**src/rtl/core/pngenc_pkg.sv**
```systemverilog
// ----------------------------------------------------------------------------
// pngenc_pkg
// Shared widths, register indexes, handshake structs and CRC-32 helpers for
// the stored-deflate PNG encoder.
// ----------------------------------------------------------------------------
package pngenc_pkg;

    localparam int DIM_W     = 14;     // image_width / image_height
    localparam int ROW_W     = 15;     // bytes per scanline, 3 * width
    localparam int RAW_W     = 28;     // raw zlib payload byte count
    localparam int BLK_W     = 16;     // stored block length
    localparam int CNT_W     = 6;      // per-item result count
    localparam int IDX_W     = 6;      // byte index inside a header run
    localparam int CFG_IDX_W = 2;

    localparam logic [CFG_IDX_W-1:0] CFG_WIDTH  = 2'd0;
    localparam logic [CFG_IDX_W-1:0] CFG_HEIGHT = 2'd1;

    localparam logic [CNT_W-1:0] RESULT_LIMIT = 6'd50;
    localparam logic [16:0]      ADLER_MOD    = 17'd65521;
    localparam logic [31:0]      CRC_POLY     = 32'hEDB88320;
    localparam logic [31:0]      CRC_ONES     = 32'hFFFFFFFF;

    localparam logic [IDX_W-1:0] HEAD_LAST = 6'd42;
    localparam logic [IDX_W-1:0] HEAD_ZLEN = 6'd33;
    localparam logic [IDX_W-1:0] TAIL_LAST = 6'd19;
    localparam logic [IDX_W-1:0] BHDR_LAST = 6'd4;

    // Effective (clamped) image dimensions.
    typedef struct packed {
        logic [DIM_W-1:0] width;
        logic [DIM_W-1:0] height;
    } pngenc_dims_t;

    // Head of the pixel queue as seen by the back end.
    typedef struct packed {
        logic       valid;
        logic [7:0] data;
    } pngenc_deq_t;

    // Back end status toward the front end.
    typedef struct packed {
        logic pop;
        logic idle;
    } pngenc_bstat_t;

    // One entry of the reflected CRC-32 table.
    function automatic logic [31:0] crc_lut_entry(input logic [7:0] idx);
        logic [31:0] c;
        c = {24'd0, idx};
        for (int k = 0; k < 8; k++)
        begin
            c = c[0] ? (CRC_POLY ^ (c >> 1)) : (c >> 1);
        end
        return c;
    endfunction

    function automatic logic [31:0] crc_shift_byte(input logic [31:0] c, input logic [7:0] b);
        return crc_lut_entry(c[7:0] ^ b) ^ (c >> 8);
    endfunction

endpackage

```
**src/rtl/core/png_rgb_stored_deflate_encoder.sv**
```systemverilog
// ----------------------------------------------------------------------------
// png_rgb_stored_deflate_encoder
// Turns RGB bytes in raster order into a complete 8-bit truecolor PNG file
// whose IDAT holds stored (uncompressed) deflate blocks.
// ----------------------------------------------------------------------------
//
//  Channel  | Direction | Handshake              | Payload
//  ---------+-----------+------------------------+------------------------------
//  pixel in | input     | in_valid / in_stall    | pixel_byte
//  file out | output    | out_valid / out_stall  | out_byte, run_last, file_end
//  config   | input     | cfg_valid / cfg_ready  | cfg_index, cfg_data
//
// A pixel beat moves one byte per cycle, unless stalled, through a four-entry
// queue into the byte sequencer, which emits one output byte per cycle while
// the output is not stalled. The first pixel of a file costs a setup step
// plus 43 header bytes; each stored block costs 5 header bytes, each scanline
// one filter byte, and the last pixel a 20-byte trailer. The IDAT length
// comes from a multiply and a reciprocal multiply that the setup step starts
// and that finish while the signature and IHDR are sent. Reset clears all
// control state and loads width and height of one. An output stall holds the
// result register; the queue keeps accepting pixel beats until it is full.
//
// ----------------------------------------------------------------------------
module png_rgb_stored_deflate_encoder
    import pngenc_pkg::*;
#(
    parameter int MAX_DIMENSION    = 8192,
    parameter int STORED_BLOCK_MAX = 65535
)
(
    input  logic                 clk,
    input  logic                 rst_n,
    input  logic                 in_valid,
    output logic                 in_stall,
    input  logic [7:0]           pixel_byte,
    output logic                 out_valid,
    input  logic                 out_stall,
    output logic [7:0]           out_byte,
    output logic                 run_last,
    output logic                 file_end,
    input  logic                 cfg_valid,
    output logic                 cfg_ready,
    input  logic [CFG_IDX_W-1:0] cfg_index,
    input  logic [DIM_W-1:0]     cfg_data
);

    pngenc_deq_t      deq;
    pngenc_dims_t     dims;
    pngenc_dims_t     calc_dims;
    pngenc_bstat_t    bstat;
    logic             calc_start;
    logic [RAW_W-1:0] raw_total;
    logic [31:0]      zlen;
    logic             zlen_done;

    // Front end: configuration and pixel queue.
    pngenc_front #(
        .MAX_DIMENSION (MAX_DIMENSION)
    ) u_front (
        .clk        (clk),
        .rst_n      (rst_n),
        .in_valid   (in_valid),
        .in_stall   (in_stall),
        .pixel_byte (pixel_byte),
        .cfg_valid  (cfg_valid),
        .cfg_ready  (cfg_ready),
        .cfg_index  (cfg_index),
        .cfg_data   (cfg_data),
        .bstat      (bstat),
        .deq        (deq),
        .dims       (dims)
    );

    // Length unit, started once per file by the sequencer.
    pngenc_hdrcalc #(
        .STORED_BLOCK_MAX (STORED_BLOCK_MAX)
    ) u_hdrcalc (
        .clk       (clk),
        .rst_n     (rst_n),
        .start     (calc_start),
        .dims      (calc_dims),
        .raw_total (raw_total),
        .zlen      (zlen),
        .done      (zlen_done)
    );

    // Back end: byte sequencer, checksums and output register.
    pngenc_back #(
        .STORED_BLOCK_MAX (STORED_BLOCK_MAX)
    ) u_back (
        .clk        (clk),
        .rst_n      (rst_n),
        .deq        (deq),
        .dims       (dims),
        .bstat      (bstat),
        .calc_start (calc_start),
        .calc_dims  (calc_dims),
        .raw_total  (raw_total),
        .zlen       (zlen),
        .zlen_done  (zlen_done),
        .out_valid  (out_valid),
        .out_stall  (out_stall),
        .out_byte   (out_byte),
        .run_last   (run_last),
        .file_end   (file_end)
    );

endmodule

```
**src/rtl/core/pngenc_front.sv**
```systemverilog
// ----------------------------------------------------------------------------
// pngenc_front
// Configuration registers and the pixel queue that decouples the input
// channel from the byte sequencer.
// ----------------------------------------------------------------------------
module pngenc_front
    import pngenc_pkg::*;
#(
    parameter int MAX_DIMENSION = 8192
)
(
    input  logic                 clk,
    input  logic                 rst_n,
    input  logic                 in_valid,
    output logic                 in_stall,
    input  logic [7:0]           pixel_byte,
    input  logic                 cfg_valid,
    output logic                 cfg_ready,
    input  logic [CFG_IDX_W-1:0] cfg_index,
    input  logic [DIM_W-1:0]     cfg_data,
    input  pngenc_bstat_t        bstat,
    output pngenc_deq_t          deq,
    output pngenc_dims_t         dims
);

    localparam int DEPTH = 4;
    localparam int PTR_W = 2;
    localparam logic [DIM_W-1:0] MAX_DIM = DIM_W'(MAX_DIMENSION);

    logic [7:0]       fifo_mem [DEPTH];
    logic [PTR_W-1:0] wr_ptr_reg, wr_ptr_next;
    logic [PTR_W-1:0] rd_ptr_reg, rd_ptr_next;
    logic [PTR_W:0]   count_reg, count_next;
    logic [DIM_W-1:0] width_reg, width_next;
    logic [DIM_W-1:0] height_reg, height_next;
    logic             push;

    assign cfg_ready = 1'b1;
    assign in_stall  = (count_reg == (PTR_W+1)'(DEPTH));
    assign push      = in_valid && !in_stall;

    assign deq.valid = (count_reg != '0);
    assign deq.data  = fifo_mem[rd_ptr_reg];

    // Zero reads as one, oversize saturates.
    assign dims.width  = (width_reg == '0) ? DIM_W'(1) :
                         ((width_reg > MAX_DIM) ? MAX_DIM : width_reg);
    assign dims.height = (height_reg == '0) ? DIM_W'(1) :
                         ((height_reg > MAX_DIM) ? MAX_DIM : height_reg);

    always_comb
    begin
        wr_ptr_next = push ? wr_ptr_reg + 1'b1 : wr_ptr_reg;
        rd_ptr_next = bstat.pop ? rd_ptr_reg + 1'b1 : rd_ptr_reg;
        count_next  = count_reg + (PTR_W+1)'(push) - (PTR_W+1)'(bstat.pop);
        width_next  = width_reg;
        height_next = height_reg;
        // Writes are dropped while an image is in progress.
        if (cfg_valid && cfg_ready && bstat.idle)
        begin
            case (cfg_index)
                CFG_WIDTH:  width_next  = cfg_data;
                CFG_HEIGHT: height_next = cfg_data;
                default:    ;
            endcase
        end
    end

    always_ff @(posedge clk)
    begin
        if (push)
        begin
            fifo_mem[wr_ptr_reg] <= pixel_byte;
        end
    end

    always_ff @(posedge clk or negedge rst_n)
    begin
        if (!rst_n)
        begin
            wr_ptr_reg <= '0;
            rd_ptr_reg <= '0;
            count_reg  <= '0;
            width_reg  <= DIM_W'(1);
            height_reg <= DIM_W'(1);
        end
        else
        begin
            wr_ptr_reg <= wr_ptr_next;
            rd_ptr_reg <= rd_ptr_next;
            count_reg  <= count_next;
            width_reg  <= width_next;
            height_reg <= height_next;
        end
    end

endmodule

```
**src/rtl/core/pngenc_hdrcalc.sv**
```systemverilog
// ----------------------------------------------------------------------------
// pngenc_hdrcalc
// Works out the raw byte count and the IDAT length of a new file: one
// multiply, then a reciprocal multiplication for the stored block count.
// ----------------------------------------------------------------------------
module pngenc_hdrcalc
    import pngenc_pkg::*;
#(
    parameter int STORED_BLOCK_MAX = 65535
)
(
    input  logic             clk,
    input  logic             rst_n,
    input  logic             start,
    input  pngenc_dims_t     dims,
    output logic [RAW_W-1:0] raw_total,
    output logic [31:0]      zlen,
    output logic             done
);

    localparam logic [2:0] PH_IDLE = 3'd0;
    localparam logic [2:0] PH_MUL  = 3'd1;
    localparam logic [2:0] PH_LOAD = 3'd2;
    localparam logic [2:0] PH_RCP  = 3'd3;
    localparam logic [2:0] PH_SUM  = 3'd4;

    // Rounded-up reciprocal of the block size. With the shift below the
    // product gives the exact quotient for every dividend of RAW_W bits.
    localparam int          RCP_SHIFT = RAW_W + $clog2(STORED_BLOCK_MAX);
    localparam logic [63:0] RCP_WIDE  = ((64'd1 << RCP_SHIFT) +
                                         64'(STORED_BLOCK_MAX - 1)) /
                                        64'(STORED_BLOCK_MAX);
    localparam logic [30:0] RCP_MUL   = RCP_WIDE[30:0];
    localparam int          PROD_W    = RAW_W + 31;

    localparam logic [RAW_W-1:0] ROUND = RAW_W'(STORED_BLOCK_MAX - 1);

    logic [2:0]        ph_reg, ph_next;
    logic [RAW_W-1:0]  raw_reg, raw_next;
    logic [RAW_W-1:0]  dvd_reg, dvd_next;
    logic [31:0]       zlen_reg, zlen_next;
    logic              done_reg, done_next;
    logic [PROD_W-1:0] prod;
    logic [ROW_W-1:0]  row_plus;

    assign row_plus = ROW_W'({dims.width, 1'b0}) + ROW_W'(dims.width) + ROW_W'(1);
    assign prod     = PROD_W'(dvd_reg) * PROD_W'(RCP_MUL);

    always_comb
    begin
        ph_next   = ph_reg;
        raw_next  = raw_reg;
        dvd_next  = dvd_reg;
        zlen_next = zlen_reg;
        done_next = done_reg;
        if (start)
        begin
            ph_next   = PH_MUL;
            done_next = 1'b0;
        end
        else
        begin
            unique case (ph_reg)
                PH_IDLE: ;
                PH_MUL:
                begin
                    raw_next = RAW_W'(row_plus * dims.height);
                    ph_next  = PH_LOAD;
                end
                PH_LOAD:
                begin
                    dvd_next = raw_reg + ROUND;
                    ph_next  = PH_RCP;
                end
                PH_RCP:
                begin
                    // Number of stored blocks, rounded up.
                    dvd_next = RAW_W'(prod >> RCP_SHIFT);
                    ph_next  = PH_SUM;
                end
                PH_SUM:
                begin
                    // zlib header 2, Adler 4, five header bytes per block.
                    zlen_next = 32'(raw_reg) + {2'b00, dvd_reg, 2'b00} + 32'(dvd_reg) + 32'd6;
                    done_next = 1'b1;
                    ph_next   = PH_IDLE;
                end
                default: ph_next = PH_IDLE;
            endcase
        end
    end

    always_ff @(posedge clk)
    begin
        raw_reg  <= raw_next;
        dvd_reg  <= dvd_next;
        zlen_reg <= zlen_next;
    end

    always_ff @(posedge clk or negedge rst_n)
    begin
        if (!rst_n)
        begin
            ph_reg   <= PH_IDLE;
            done_reg <= 1'b0;
        end
        else
        begin
            ph_reg   <= ph_next;
            done_reg <= done_next;
        end
    end

    assign raw_total = raw_reg;
    assign zlen      = zlen_reg;
    assign done      = done_reg;

endmodule

```
**src/rtl/core/pngenc_back.sv**
```systemverilog
// ----------------------------------------------------------------------------
// pngenc_back
// Byte sequencer: file header, stored block headers, filter and pixel bytes,
// trailer. Keeps CRC-32 and Adler-32 and drives the output register.
// ----------------------------------------------------------------------------
module pngenc_back
    import pngenc_pkg::*;
#(
    parameter int STORED_BLOCK_MAX = 65535
)
(
    input  logic             clk,
    input  logic             rst_n,
    input  pngenc_deq_t      deq,
    input  pngenc_dims_t     dims,
    output pngenc_bstat_t    bstat,
    output logic             calc_start,
    output pngenc_dims_t     calc_dims,
    input  logic [RAW_W-1:0] raw_total,
    input  logic [31:0]      zlen,
    input  logic             zlen_done,
    output logic             out_valid,
    input  logic             out_stall,
    output logic [7:0]       out_byte,
    output logic             run_last,
    output logic             file_end
);

    localparam logic [2:0] ST_IDLE = 3'd0;
    localparam logic [2:0] ST_HEAD = 3'd1;
    localparam logic [2:0] ST_RUN  = 3'd2;
    localparam logic [2:0] ST_TAIL = 3'd3;

    localparam logic [RAW_W-1:0] BLK_MAX = RAW_W'(STORED_BLOCK_MAX);

    logic [2:0]       state_reg, state_next;
    logic [IDX_W-1:0] idx_reg, idx_next;
    logic             act_reg, act_next;
    logic [CNT_W-1:0] cnt_reg, cnt_next;
    logic [31:0]      crc_reg, crc_next;
    logic [15:0]      lo_reg, lo_next;
    logic [15:0]      hi_reg, hi_next;
    logic [RAW_W-1:0] left_reg, left_next;
    logic [BLK_W-1:0] room_reg, room_next;
    logic [ROW_W-1:0] rcnt_reg, rcnt_next;
    logic [ROW_W-1:0] rlen_reg, rlen_next;
    logic             fdone_reg, fdone_next;
    pngenc_dims_t     dims_reg, dims_next;
    logic             ov_reg, ov_next;
    logic [7:0]       ob_reg, ob_next;
    logic             rl_reg, rl_next;
    logic             fe_reg, fe_next;

    logic             slot, emit, in_crc, crc_restart, is_raw, pop, step_end, file_done;
    logic [7:0]       bval;
    logic [CNT_W-1:0] cnt_base;
    logic             need_hdr, filt_pend, fin, shown;
    logic [RAW_W-1:0] rem, cons;
    logic [BLK_W-1:0] bn;
    logic [16:0]      lo_sum, hi_sum;
    logic [15:0]      lo_mod, hi_mod;
    logic [31:0]      crc_out, adler;
    logic [ROW_W-1:0] rcnt_inc;

    assign slot      = !ov_reg || !out_stall;
    assign cnt_base  = act_reg ? cnt_reg : '0;
    assign need_hdr  = (room_reg == '0) && (left_reg != '0);
    assign filt_pend = (rcnt_reg == '0) && !fdone_reg;
    assign bn        = (left_reg > BLK_MAX) ? BLK_W'(BLK_MAX) : left_reg[BLK_W-1:0];
    assign crc_out   = crc_reg ^ CRC_ONES;
    assign adler     = {hi_reg, lo_reg};
    assign rcnt_inc  = rcnt_reg + 1'b1;

    // Does the item now in work end the file? Needed when the result limit
    // cuts the item short.
    assign rem  = (state_reg == ST_HEAD) ? raw_total : left_reg;
    assign cons = ((state_reg == ST_HEAD) || filt_pend) ? RAW_W'(2) : RAW_W'(1);
    assign fin  = (state_reg == ST_TAIL) || (rem == cons);

    function automatic logic [7:0] be_byte(input logic [31:0] v, input logic [1:0] sel);
        return v[8*(3-sel) +: 8];
    endfunction

    function automatic logic [7:0] head_byte(input logic [IDX_W-1:0] i,
                                             input pngenc_dims_t d,
                                             input logic [31:0] crc_v,
                                             input logic [31:0] zl);
        logic [7:0] b;
        b = 8'h00;
        unique case (i)
            6'd0:  b = 8'd137;
            6'd1:  b = 8'h50;
            6'd2:  b = 8'h4E;
            6'd3:  b = 8'h47;
            6'd4:  b = 8'h0D;
            6'd5:  b = 8'h0A;
            6'd6:  b = 8'h1A;
            6'd7:  b = 8'h0A;
            6'd11: b = 8'd13;
            6'd12: b = 8'h49;
            6'd13: b = 8'h48;
            6'd14: b = 8'h44;
            6'd15: b = 8'h52;
            6'd18: b = {2'b00, d.width[DIM_W-1:8]};
            6'd19: b = d.width[7:0];
            6'd22: b = {2'b00, d.height[DIM_W-1:8]};
            6'd23: b = d.height[7:0];
            6'd24: b = 8'd8;
            6'd25: b = 8'd2;
            6'd29, 6'd30, 6'd31, 6'd32: b = be_byte(crc_v, 2'(i - 6'd29));
            6'd33, 6'd34, 6'd35, 6'd36: b = be_byte(zl, 2'(i - 6'd33));
            6'd37: b = 8'h49;
            6'd38: b = 8'h44;
            6'd39: b = 8'h41;
            6'd40: b = 8'h54;
            6'd41: b = 8'h78;
            6'd42: b = 8'h01;
            default: b = 8'h00;
        endcase
        return b;
    endfunction

    function automatic logic [7:0] tail_byte(input logic [IDX_W-1:0] i,
                                             input logic [31:0] adl,
                                             input logic [31:0] crc_v);
        logic [7:0] b;
        b = 8'h00;
        unique case (i)
            6'd0, 6'd1, 6'd2, 6'd3:     b = be_byte(adl, 2'(i));
            6'd4, 6'd5, 6'd6, 6'd7:     b = be_byte(crc_v, 2'(i - 6'd4));
            6'd12: b = 8'h49;
            6'd13: b = 8'h45;
            6'd14: b = 8'h4E;
            6'd15: b = 8'h44;
            6'd16, 6'd17, 6'd18, 6'd19: b = be_byte(crc_v, 2'(i - 6'd16));
            default: b = 8'h00;
        endcase
        return b;
    endfunction

    always_comb
    begin
        state_next  = state_reg;
        idx_next    = idx_reg;
        act_next    = act_reg;
        left_next   = left_reg;
        room_next   = room_reg;
        rcnt_next   = rcnt_reg;
        rlen_next   = rlen_reg;
        fdone_next  = fdone_reg;
        dims_next   = dims_reg;
        emit        = 1'b0;
        bval        = 8'h00;
        in_crc      = 1'b0;
        crc_restart = 1'b0;
        is_raw      = 1'b0;
        pop         = 1'b0;
        step_end    = 1'b0;
        file_done   = 1'b0;
        calc_start  = 1'b0;

        unique case (state_reg)
            ST_IDLE:
            begin
                if (deq.valid)
                begin
                    state_next = ST_HEAD;
                    idx_next   = '0;
                    act_next   = 1'b1;
                    dims_next  = dims;
                    rlen_next  = ROW_W'({dims.width, 1'b0}) + ROW_W'(dims.width);
                    rcnt_next  = '0;
                    fdone_next = 1'b0;
                    calc_start = 1'b1;
                end
            end
            ST_HEAD:
            begin
                if (slot && !((idx_reg >= HEAD_ZLEN) && !zlen_done))
                begin
                    emit        = 1'b1;
                    bval        = head_byte(idx_reg, dims_reg, crc_out, zlen);
                    in_crc      = ((idx_reg >= 6'd12) && (idx_reg <= 6'd28)) ||
                                  (idx_reg >= 6'd37);
                    crc_restart = (idx_reg == 6'd12) || (idx_reg == 6'd37);
                    if (idx_reg == HEAD_LAST)
                    begin
                        state_next = ST_RUN;
                        idx_next   = '0;
                        left_next  = raw_total;
                        room_next  = '0;
                    end
                    else
                    begin
                        idx_next = idx_reg + 1'b1;
                    end
                end
            end
            ST_RUN:
            begin
                if (slot && (act_reg || deq.valid))
                begin
                    emit   = 1'b1;
                    in_crc = 1'b1;
                    if (need_hdr)
                    begin
                        unique case (idx_reg)
                            6'd0:    bval = {7'd0, (BLK_W'(left_reg) == bn) &&
                                                    (left_reg <= BLK_MAX)};
                            6'd1:    bval = bn[7:0];
                            6'd2:    bval = bn[15:8];
                            6'd3:    bval = ~bn[7:0];
                            default: bval = ~bn[15:8];
                        endcase
                        if (idx_reg == BHDR_LAST)
                        begin
                            idx_next  = '0;
                            room_next = bn;
                        end
                        else
                        begin
                            idx_next = idx_reg + 1'b1;
                        end
                        act_next = 1'b1;
                    end
                    else if (filt_pend)
                    begin
                        bval       = 8'h00;
                        is_raw     = 1'b1;
                        fdone_next = 1'b1;
                        act_next   = 1'b1;
                    end
                    else
                    begin
                        bval       = deq.data;
                        is_raw     = 1'b1;
                        pop        = 1'b1;
                        fdone_next = 1'b0;
                        rcnt_next  = (rcnt_inc >= rlen_reg) ? '0 : rcnt_inc;
                        if (left_reg == RAW_W'(1))
                        begin
                            state_next = ST_TAIL;
                            idx_next   = '0;
                            act_next   = 1'b1;
                        end
                        else
                        begin
                            step_end = 1'b1;
                            act_next = 1'b0;
                        end
                    end
                end
            end
            ST_TAIL:
            begin
                if (slot)
                begin
                    emit        = 1'b1;
                    bval        = tail_byte(idx_reg, adler, crc_out);
                    in_crc      = (idx_reg <= 6'd3) ||
                                  ((idx_reg >= 6'd12) && (idx_reg <= 6'd15));
                    crc_restart = (idx_reg == 6'd12);
                    if (idx_reg == TAIL_LAST)
                    begin
                        state_next = ST_IDLE;
                        idx_next   = '0;
                        step_end   = 1'b1;
                        file_done  = 1'b1;
                        act_next   = 1'b0;
                    end
                    else
                    begin
                        idx_next = idx_reg + 1'b1;
                    end
                end
            end
            default: state_next = ST_IDLE;
        endcase

        // Every raw byte uses up one byte of the payload and of the block.
        if (is_raw)
        begin
            if (left_reg != '0)
            begin
                left_next = left_reg - 1'b1;
            end
            if (room_reg != '0)
            begin
                room_next = room_reg - 1'b1;
            end
        end
    end

    // Adler-32 and CRC-32 update.
    always_comb
    begin
        lo_sum  = {1'b0, lo_reg} + {9'd0, bval};
        lo_mod  = (lo_sum >= ADLER_MOD) ? 16'(lo_sum - ADLER_MOD) : lo_sum[15:0];
        hi_sum  = {1'b0, hi_reg} + {1'b0, lo_mod};
        hi_mod  = (hi_sum >= ADLER_MOD) ? 16'(hi_sum - ADLER_MOD) : hi_sum[15:0];
        lo_next = lo_reg;
        hi_next = hi_reg;
        crc_next = crc_reg;
        if (calc_start)
        begin
            lo_next = 16'd1;
            hi_next = 16'd0;
        end
        else if (is_raw)
        begin
            lo_next = lo_mod;
            hi_next = hi_mod;
        end
        if (emit && in_crc)
        begin
            crc_next = crc_shift_byte(crc_restart ? CRC_ONES : crc_reg, bval);
        end
    end

    // Result count per item and the output register.
    always_comb
    begin
        shown    = emit && (cnt_base < RESULT_LIMIT);
        cnt_next = cnt_reg;
        if (calc_start)
        begin
            cnt_next = '0;
        end
        else if (emit)
        begin
            cnt_next = shown ? cnt_base + 1'b1 : cnt_base;
        end
        ov_next = ov_reg;
        ob_next = ob_reg;
        rl_next = rl_reg;
        fe_next = fe_reg;
        if (slot)
        begin
            ov_next = shown;
        end
        if (shown)
        begin
            ob_next = bval;
            rl_next = step_end || (cnt_base == RESULT_LIMIT - 1'b1);
            fe_next = file_done || ((cnt_base == RESULT_LIMIT - 1'b1) && fin);
        end
    end

    always_ff @(posedge clk)
    begin
        ob_reg   <= ob_next;
        rl_reg   <= rl_next;
        fe_reg   <= fe_next;
        dims_reg <= dims_next;
        rlen_reg <= rlen_next;
    end

    always_ff @(posedge clk or negedge rst_n)
    begin
        if (!rst_n)
        begin
            state_reg <= ST_IDLE;
            idx_reg   <= '0;
            act_reg   <= 1'b0;
            cnt_reg   <= '0;
            crc_reg   <= CRC_ONES;
            lo_reg    <= 16'd1;
            hi_reg    <= 16'd0;
            left_reg  <= '0;
            room_reg  <= '0;
            rcnt_reg  <= '0;
            fdone_reg <= 1'b0;
            ov_reg    <= 1'b0;
        end
        else
        begin
            state_reg <= state_next;
            idx_reg   <= idx_next;
            act_reg   <= act_next;
            cnt_reg   <= cnt_next;
            crc_reg   <= crc_next;
            lo_reg    <= lo_next;
            hi_reg    <= hi_next;
            left_reg  <= left_next;
            room_reg  <= room_next;
            rcnt_reg  <= rcnt_next;
            fdone_reg <= fdone_next;
            ov_reg    <= ov_next;
        end
    end

    assign bstat.pop  = pop;
    assign bstat.idle = (state_reg == ST_IDLE);
    assign calc_dims  = (state_reg == ST_IDLE) ? dims : dims_reg;
    assign out_valid  = ov_reg;
    assign out_byte   = ob_reg;
    assign run_last   = rl_reg;
    assign file_end   = fe_reg;

    a_pop_nonempty: assert property (@(posedge clk) disable iff (!rst_n)
        pop |-> deq.valid)
        else $error("pixel pop from an empty queue");

    a_tail_drained: assert property (@(posedge clk) disable iff (!rst_n)
        (state_reg == ST_TAIL) |-> (left_reg == '0))
        else $error("trailer started with raw bytes outstanding");

    a_zlen_ready: assert property (@(posedge clk) disable iff (!rst_n)
        (emit && (state_reg == ST_HEAD) && (idx_reg >= HEAD_ZLEN)) |-> zlen_done)
        else $error("IDAT length sent before it was computed");

    a_end_is_last: assert property (@(posedge clk) disable iff (!rst_n)
        (ov_reg && fe_reg) |-> rl_reg)
        else $error("file end beat without item end");

endmodule

```
**config.mk**
```make
export PLATFORM = sky130hd
export DESIGN_NAME = png_rgb_stored_deflate_encoder
export DESIGN_NICKNAME = d
export VERILOG_FILES = /design/src/rtl/core/pngenc_pkg.sv /design/src/rtl/core/png_rgb_stored_deflate_encoder.sv /design/src/rtl/core/pngenc_front.sv /design/src/rtl/core/pngenc_hdrcalc.sv /design/src/rtl/core/pngenc_back.sv
export SDC_FILE = /design/constraint.sdc
export NUM_CORES = 2
export LEC_CHECK = 0
export BUFFER_PORTS_ARGS = -buffer_cell sky130_fd_sc_hd__buf_2
export CORE_UTILIZATION = 45
export CTS_BUF_LIST = sky130_fd_sc_hd__clkbuf_8
export DETAILED_ROUTE_END_ITERATION = 6
export MAX_ROUTING_LAYER = met4
export PLACE_DENSITY = 0.67
export SYNTH_ARGS = -nofsm -noshare
export SYNTH_HDL_FRONTEND = slang
export SYNTH_HIERARCHICAL = 1
export SYNTH_SLANG_ARGS = --single-unit
export TNS_END_PERCENT = 30
```
**constraint.sdc**
```tcl
create_clock -name clk -period 11.5 [get_ports clk]
set_input_delay 2.3 -clock clk [delete_from_list [all_inputs] [get_ports clk]]
set_output_delay 2.3 -clock clk [all_outputs]
set_load 0.005 [all_outputs]
```
==> tab_implementation.tex <==
\begin{tabular}{lr}
\hline
Metric & Value \\
\hline
\multicolumn{2}{l}{\textbf{Outcome}} \\
Status & finished clean \\
\multicolumn{2}{l}{\textbf{Critical path}} \\
Required @ worst endpoint & roughly 12000 ps \\
Nature of the critical path startpoint & flop \\
Critical path capture point type & flop \\
WP data arrival & 11060 ps \\
Top delay family on crit path & compound AO/OA/AOI/OAI gates \\
CP max stage cell & sky130\_fd\_sc\_hd\_\_ha\_1 \\
WP buf/inv & 2 \\
Top cell by count, worst path & sky130\_fd\_sc\_hd\_\_a21oi\_1 \\
Worst Path Class, Setup & reg2reg \\
Largest driver fanout on the critical path & 25 \\
Largest stage delay on the critical path & $\sim$640 ps \\
\multicolumn{2}{l}{\textbf{Die}} \\
Die H & $\sim$280 microns \\
Std-Cell Rows & 100 \\
Total die area & 76080 sq um \\
Die outline width & approximately 280 microns \\
Initial cell density of the core & between 40\% and 50\% \\
Core footprint & about 74000 sq um \\
Number of primary I/O pins & 42 \\
\multicolumn{2}{l}{\textbf{Timing}} \\
Final cycle utilization of the critical path & between 90\% and 100\% \\
Setup repair after global routing missed its margin & no \\
Pins Over Slew Limit & 0 \\
Number of hold-slack violations in the final timing report & 0 \\
Final critical path time including I/O delays and setup & roughly 11000 ps \\
Final worst clock skew & around 57 ps \\
Worst relative slew slack & roughly a fifth \\
Highest clock frequency the design can meet & approximately 0.095 GHz \\
Worst-margin pin slew & $\sim$1200 ps \\
Final-report setup violation count & 0 \\
Setup total negative slack & 0 ps \\
\multicolumn{2}{l}{\textbf{Routing}} \\
Number of remaining DRC errors & 0 \\
Count of antenna-violating nets left after detailed routing & 0 \\
Number of detailed-route iterations in the first pass & 6 \\
Drt total wl & between 90000 and 100000 microns \\
Average wire length per cell after detail routing & about 20 microns \\
Via count & roughly 27000 \\
Starting DRC count in detailed routing & 2227 \\
Detail-routed via count per cell & 5.788 \\
\multicolumn{2}{l}{\textbf{Cells and area}} \\
Fill cell count & about 7100 \\
Share of the core filled with cells in the final layout & about half \\
Most common library cell in the layout ignoring fill and taps & sky130\_fd\_sc\_hd\_\_nand2\_1 \\
Highest-count cells in the layout ignoring fill and taps & 339 x sky130\_fd\_sc\_hd\_\_nand2\_1, 338 x sky130\_fd\_sc\_hd\_\_ha\_1, 307 x sky130\_fd\_sc\_hd\_\_inv\_1 \\
Multi-input gate area in the final layout & between 20000 and 25000 sq um \\
Layout cells sized above 1 & 10.57\% \\
Storage element area & about 9700 sq um \\
Final net count & about 4100 \\
Relative area change from synthesis to final layout & 7.182\% \\
\multicolumn{2}{l}{\textbf{GRT}} \\
Maximum number of pins on one net before global-route repair & 109 \\
Overall track demand over capacity in global routing & 25.08\% \\
Number of global-route vias before repair & roughly 26000 \\
Number of antenna violations at the first check in global routing & 2 \\
Remaining global-route overflow & 0 \\
Wire length of the first global-routing pass & between 100000 and 150000 microns \\
\multicolumn{2}{l}{\textbf{Clock tree}} \\
Skew-Pair Late Insertion Delay & around 700 ps \\
Buffer type at the clock tree root & sky130\_fd\_sc\_hd\_\_clkbuf\_8 \\
Postcts setup bufs & 0 \\
TritonCTS Buffers & between 60 and 70 \\
Clock edge transition at the registers on the reported setup and hold paths & approximately 60 ps \\
Deepest level of the CTS H-tree & 2 \\
CTS max path bufs & 3 \\
CTS tree & done \\
Clock tree sinks & 350 \\
\multicolumn{2}{l}{\textbf{Logic synthesis}} \\
Async set or reset register ratio after synthesis & 51.14\% \\
Cell area after synthesis & about 34000 sq um \\
Number of flops mapped to enable cells by yosys & roughly 170 \\
Number of instances in the synthesized netlist & between 3000 and 4000 \\
Warnings, synthesis & 6 \\
Seq/Total Area, Yosys & between 20 and 30\% \\
Flip-flop and latch count after synthesis & 350 \\
Count of different cell masters after synthesis & around 120 \\
Mapped Avg Cell Area & between 9 and 10 sq um \\
Post-Synthesis Net Count & slightly above 4000 \\
Top\_reg\_cell synth & sky130\_fd\_sc\_hd\_\_edfxtp\_1 \\
\multicolumn{2}{l}{\textbf{Placement}} \\
Routability congestion estimate from global placement & approximately 1 \\
Post-detailed-placement half-perimeter wirelength & 69420 microns \\
Buffers on Ports & 40 \\
\multicolumn{2}{l}{\textbf{Worst hold path}} \\
Worst min-delay path class & reg2reg \\
\multicolumn{2}{l}{\textbf{Job}} \\
Total of max-cap violations & 0 \\
\hline
\end{tabular}
## metal layers
| metal | global-route usage [%] | routed length (microns) | vias to the layer above | share of wire, % |
|---|---|---|---|---|
| met5 | - | 0 | - | 0 |
| met4 | 7.215 | 2333 | 0 | 2.6 |
| met3 | 3.062 | 5593 | 153 | 6.1 |
| met2 | 41.09 | 43910 | 862 | 48 |
| met1 | 32.52 | 39600 | 13020 | 43 |
| li1 | - | - | 12560 | - |
## synthesized netlist by cell type, types with 28 or more instances
master	n	area, sq um
sky130_fd_sc_hd__a21o_1	60	450.4
sky130_fd_sc_hd__o211ai_1	57	427.9
sky130_fd_sc_hd__dfstp_2	35	919.6
sky130_fd_sc_hd__nor2b_1	69	431.7
sky130_fd_sc_hd__nand2_1	339	1272
sky130_fd_sc_hd__xnor2_1	140	1226
sky130_fd_sc_hd__a31oi_1	28	175.2
sky130_fd_sc_hd__edfxtp_1	171	5135
sky130_fd_sc_hd__dfrtp_1	144	3603
sky130_fd_sc_hd__xor2_1	73	639.4
sky130_fd_sc_hd__o21ai_0	189	945.9
sky130_fd_sc_hd__and2_1	120	750.7
sky130_fd_sc_hd__or3_1	28	175.2
sky130_fd_sc_hd__o21ai_1	33	165.2
sky130_fd_sc_hd__mux2_2	50	563.0
sky130_fd_sc_hd__and3_1	29	181.4
sky130_fd_sc_hd__fa_1	186	3724
sky130_fd_sc_hd__nand2b_1	35	219.0
sky130_fd_sc_hd__a21oi_1	183	915.9
sky130_fd_sc_hd__nor4_1	34	212.7
sky130_fd_sc_hd__inv_1	289	1085
sky130_fd_sc_hd__ha_1	338	4229
sky130_fd_sc_hd__a211oi_1	38	285.3
sky130_fd_sc_hd__nor2_1	249	934.7
sky130_fd_sc_hd__nor3_1	55	275.3
sky130_fd_sc_hd__clkbuf_1	109	409.1
sky130_fd_sc_hd__nand3_1	70	350.3
## path summary, 6_finish.rpt
kind	from	endpoint	slack, ps	cells past startpoint
setup / recovery	u_back/idx_reg[0]$_DFFE_PN0P_	u_back/hi_reg[12]$_DFFE_PN0P_	980	37
setup reg to reg	u_back/idx_reg[0]$_DFFE_PN0P_	u_back/hi_reg[12]$_DFFE_PN0P_	980	37
min in group asynchronous	rst_n	u_front/height_reg[11]$_DFFE_PN0P_	1710	1
hold / removal	u_back/crc_reg[8]$_DFFE_PN1P_	u_back/crc_reg[8]$_DFFE_PN1P_	490	2
hold reg to reg	u_back/crc_reg[8]$_DFFE_PN1P_	u_back/crc_reg[8]$_DFFE_PN1P_	490	2
max in group asynchronous	rst_n	u_back/left_reg[9]$_DFF_PN0_	8160	2
## kinds of logic (layout without fill, tap and decap cells)
| logic type | after synthesis | after routing | synth area share [%] |
|---|---|---|---|
| flip-flops | 350 | 350 | 28.62 |
| adder cells (fa/ha/maj) | 524 | 524 | 23.57 |
| buffers and inverters | 445 | 494 | 5.340 |
| AND/OR/NAND/NOR | 1133 | 1133 | 16.73 |
| multiplexers | 93 | 93 | 3.649 |
| XOR/XNOR | 234 | 234 | 6.775 |
| AO/OA/AOI/OAI | 793 | 793 | 15.30 |
| other | 2 | 4 | 0.02226 |
## worst register-to-register path: cells and delay by family, from the launching register on
family          cells  cell delay (ps)
flops               1              350
simple gates        7             1900
buf+inv             2              620
compound gates     21             5430
fa+ha+maj           4             1580
xor+xnor            3              520
## per-stage QoR
step | hold slack, ps | std cells | cell area, sq um | setup WS [ps]
5_1_grt | 493.9 | 4594 | 36170 | 61.46
6_report | 486.2 | 4594 | 36170 | 976.7
3_3_place_gp | 463.1 | 4477 | 34860 | 596.4
2_1_floorplan | 449.5 | 3574 | 33740 | 1586
3_5_place_dp | 468.2 | 4477 | 34860 | 390.7
4_1_cts | 482.0 | 4592 | 36150 | 851.8
## layout make-up
class / instances / area share, %
timing repair buffer: 87 / 1.553
multi-input combinational: 2779 / 61.77
clock inverter: 46 / 0.9306
tap: 969 / 3.352
inverter: 292 / 3.044
sequential: 350 / 26.71
clock buffer: 69 / 2.626
antenna: 2 / 0.01384
## repair_timing
| action | 4_1_cts | 5_1_grt |
|---|---|---|
| gates resized for setup | 0 | 3 |
| hold buffers | 0 | 0 |
| setup endpoints to repair | 0 | 7 |
Power is left out: the tool's default activity adds up to more than one toggle a clock period on the data nets, which glitch-free logic cannot reach.
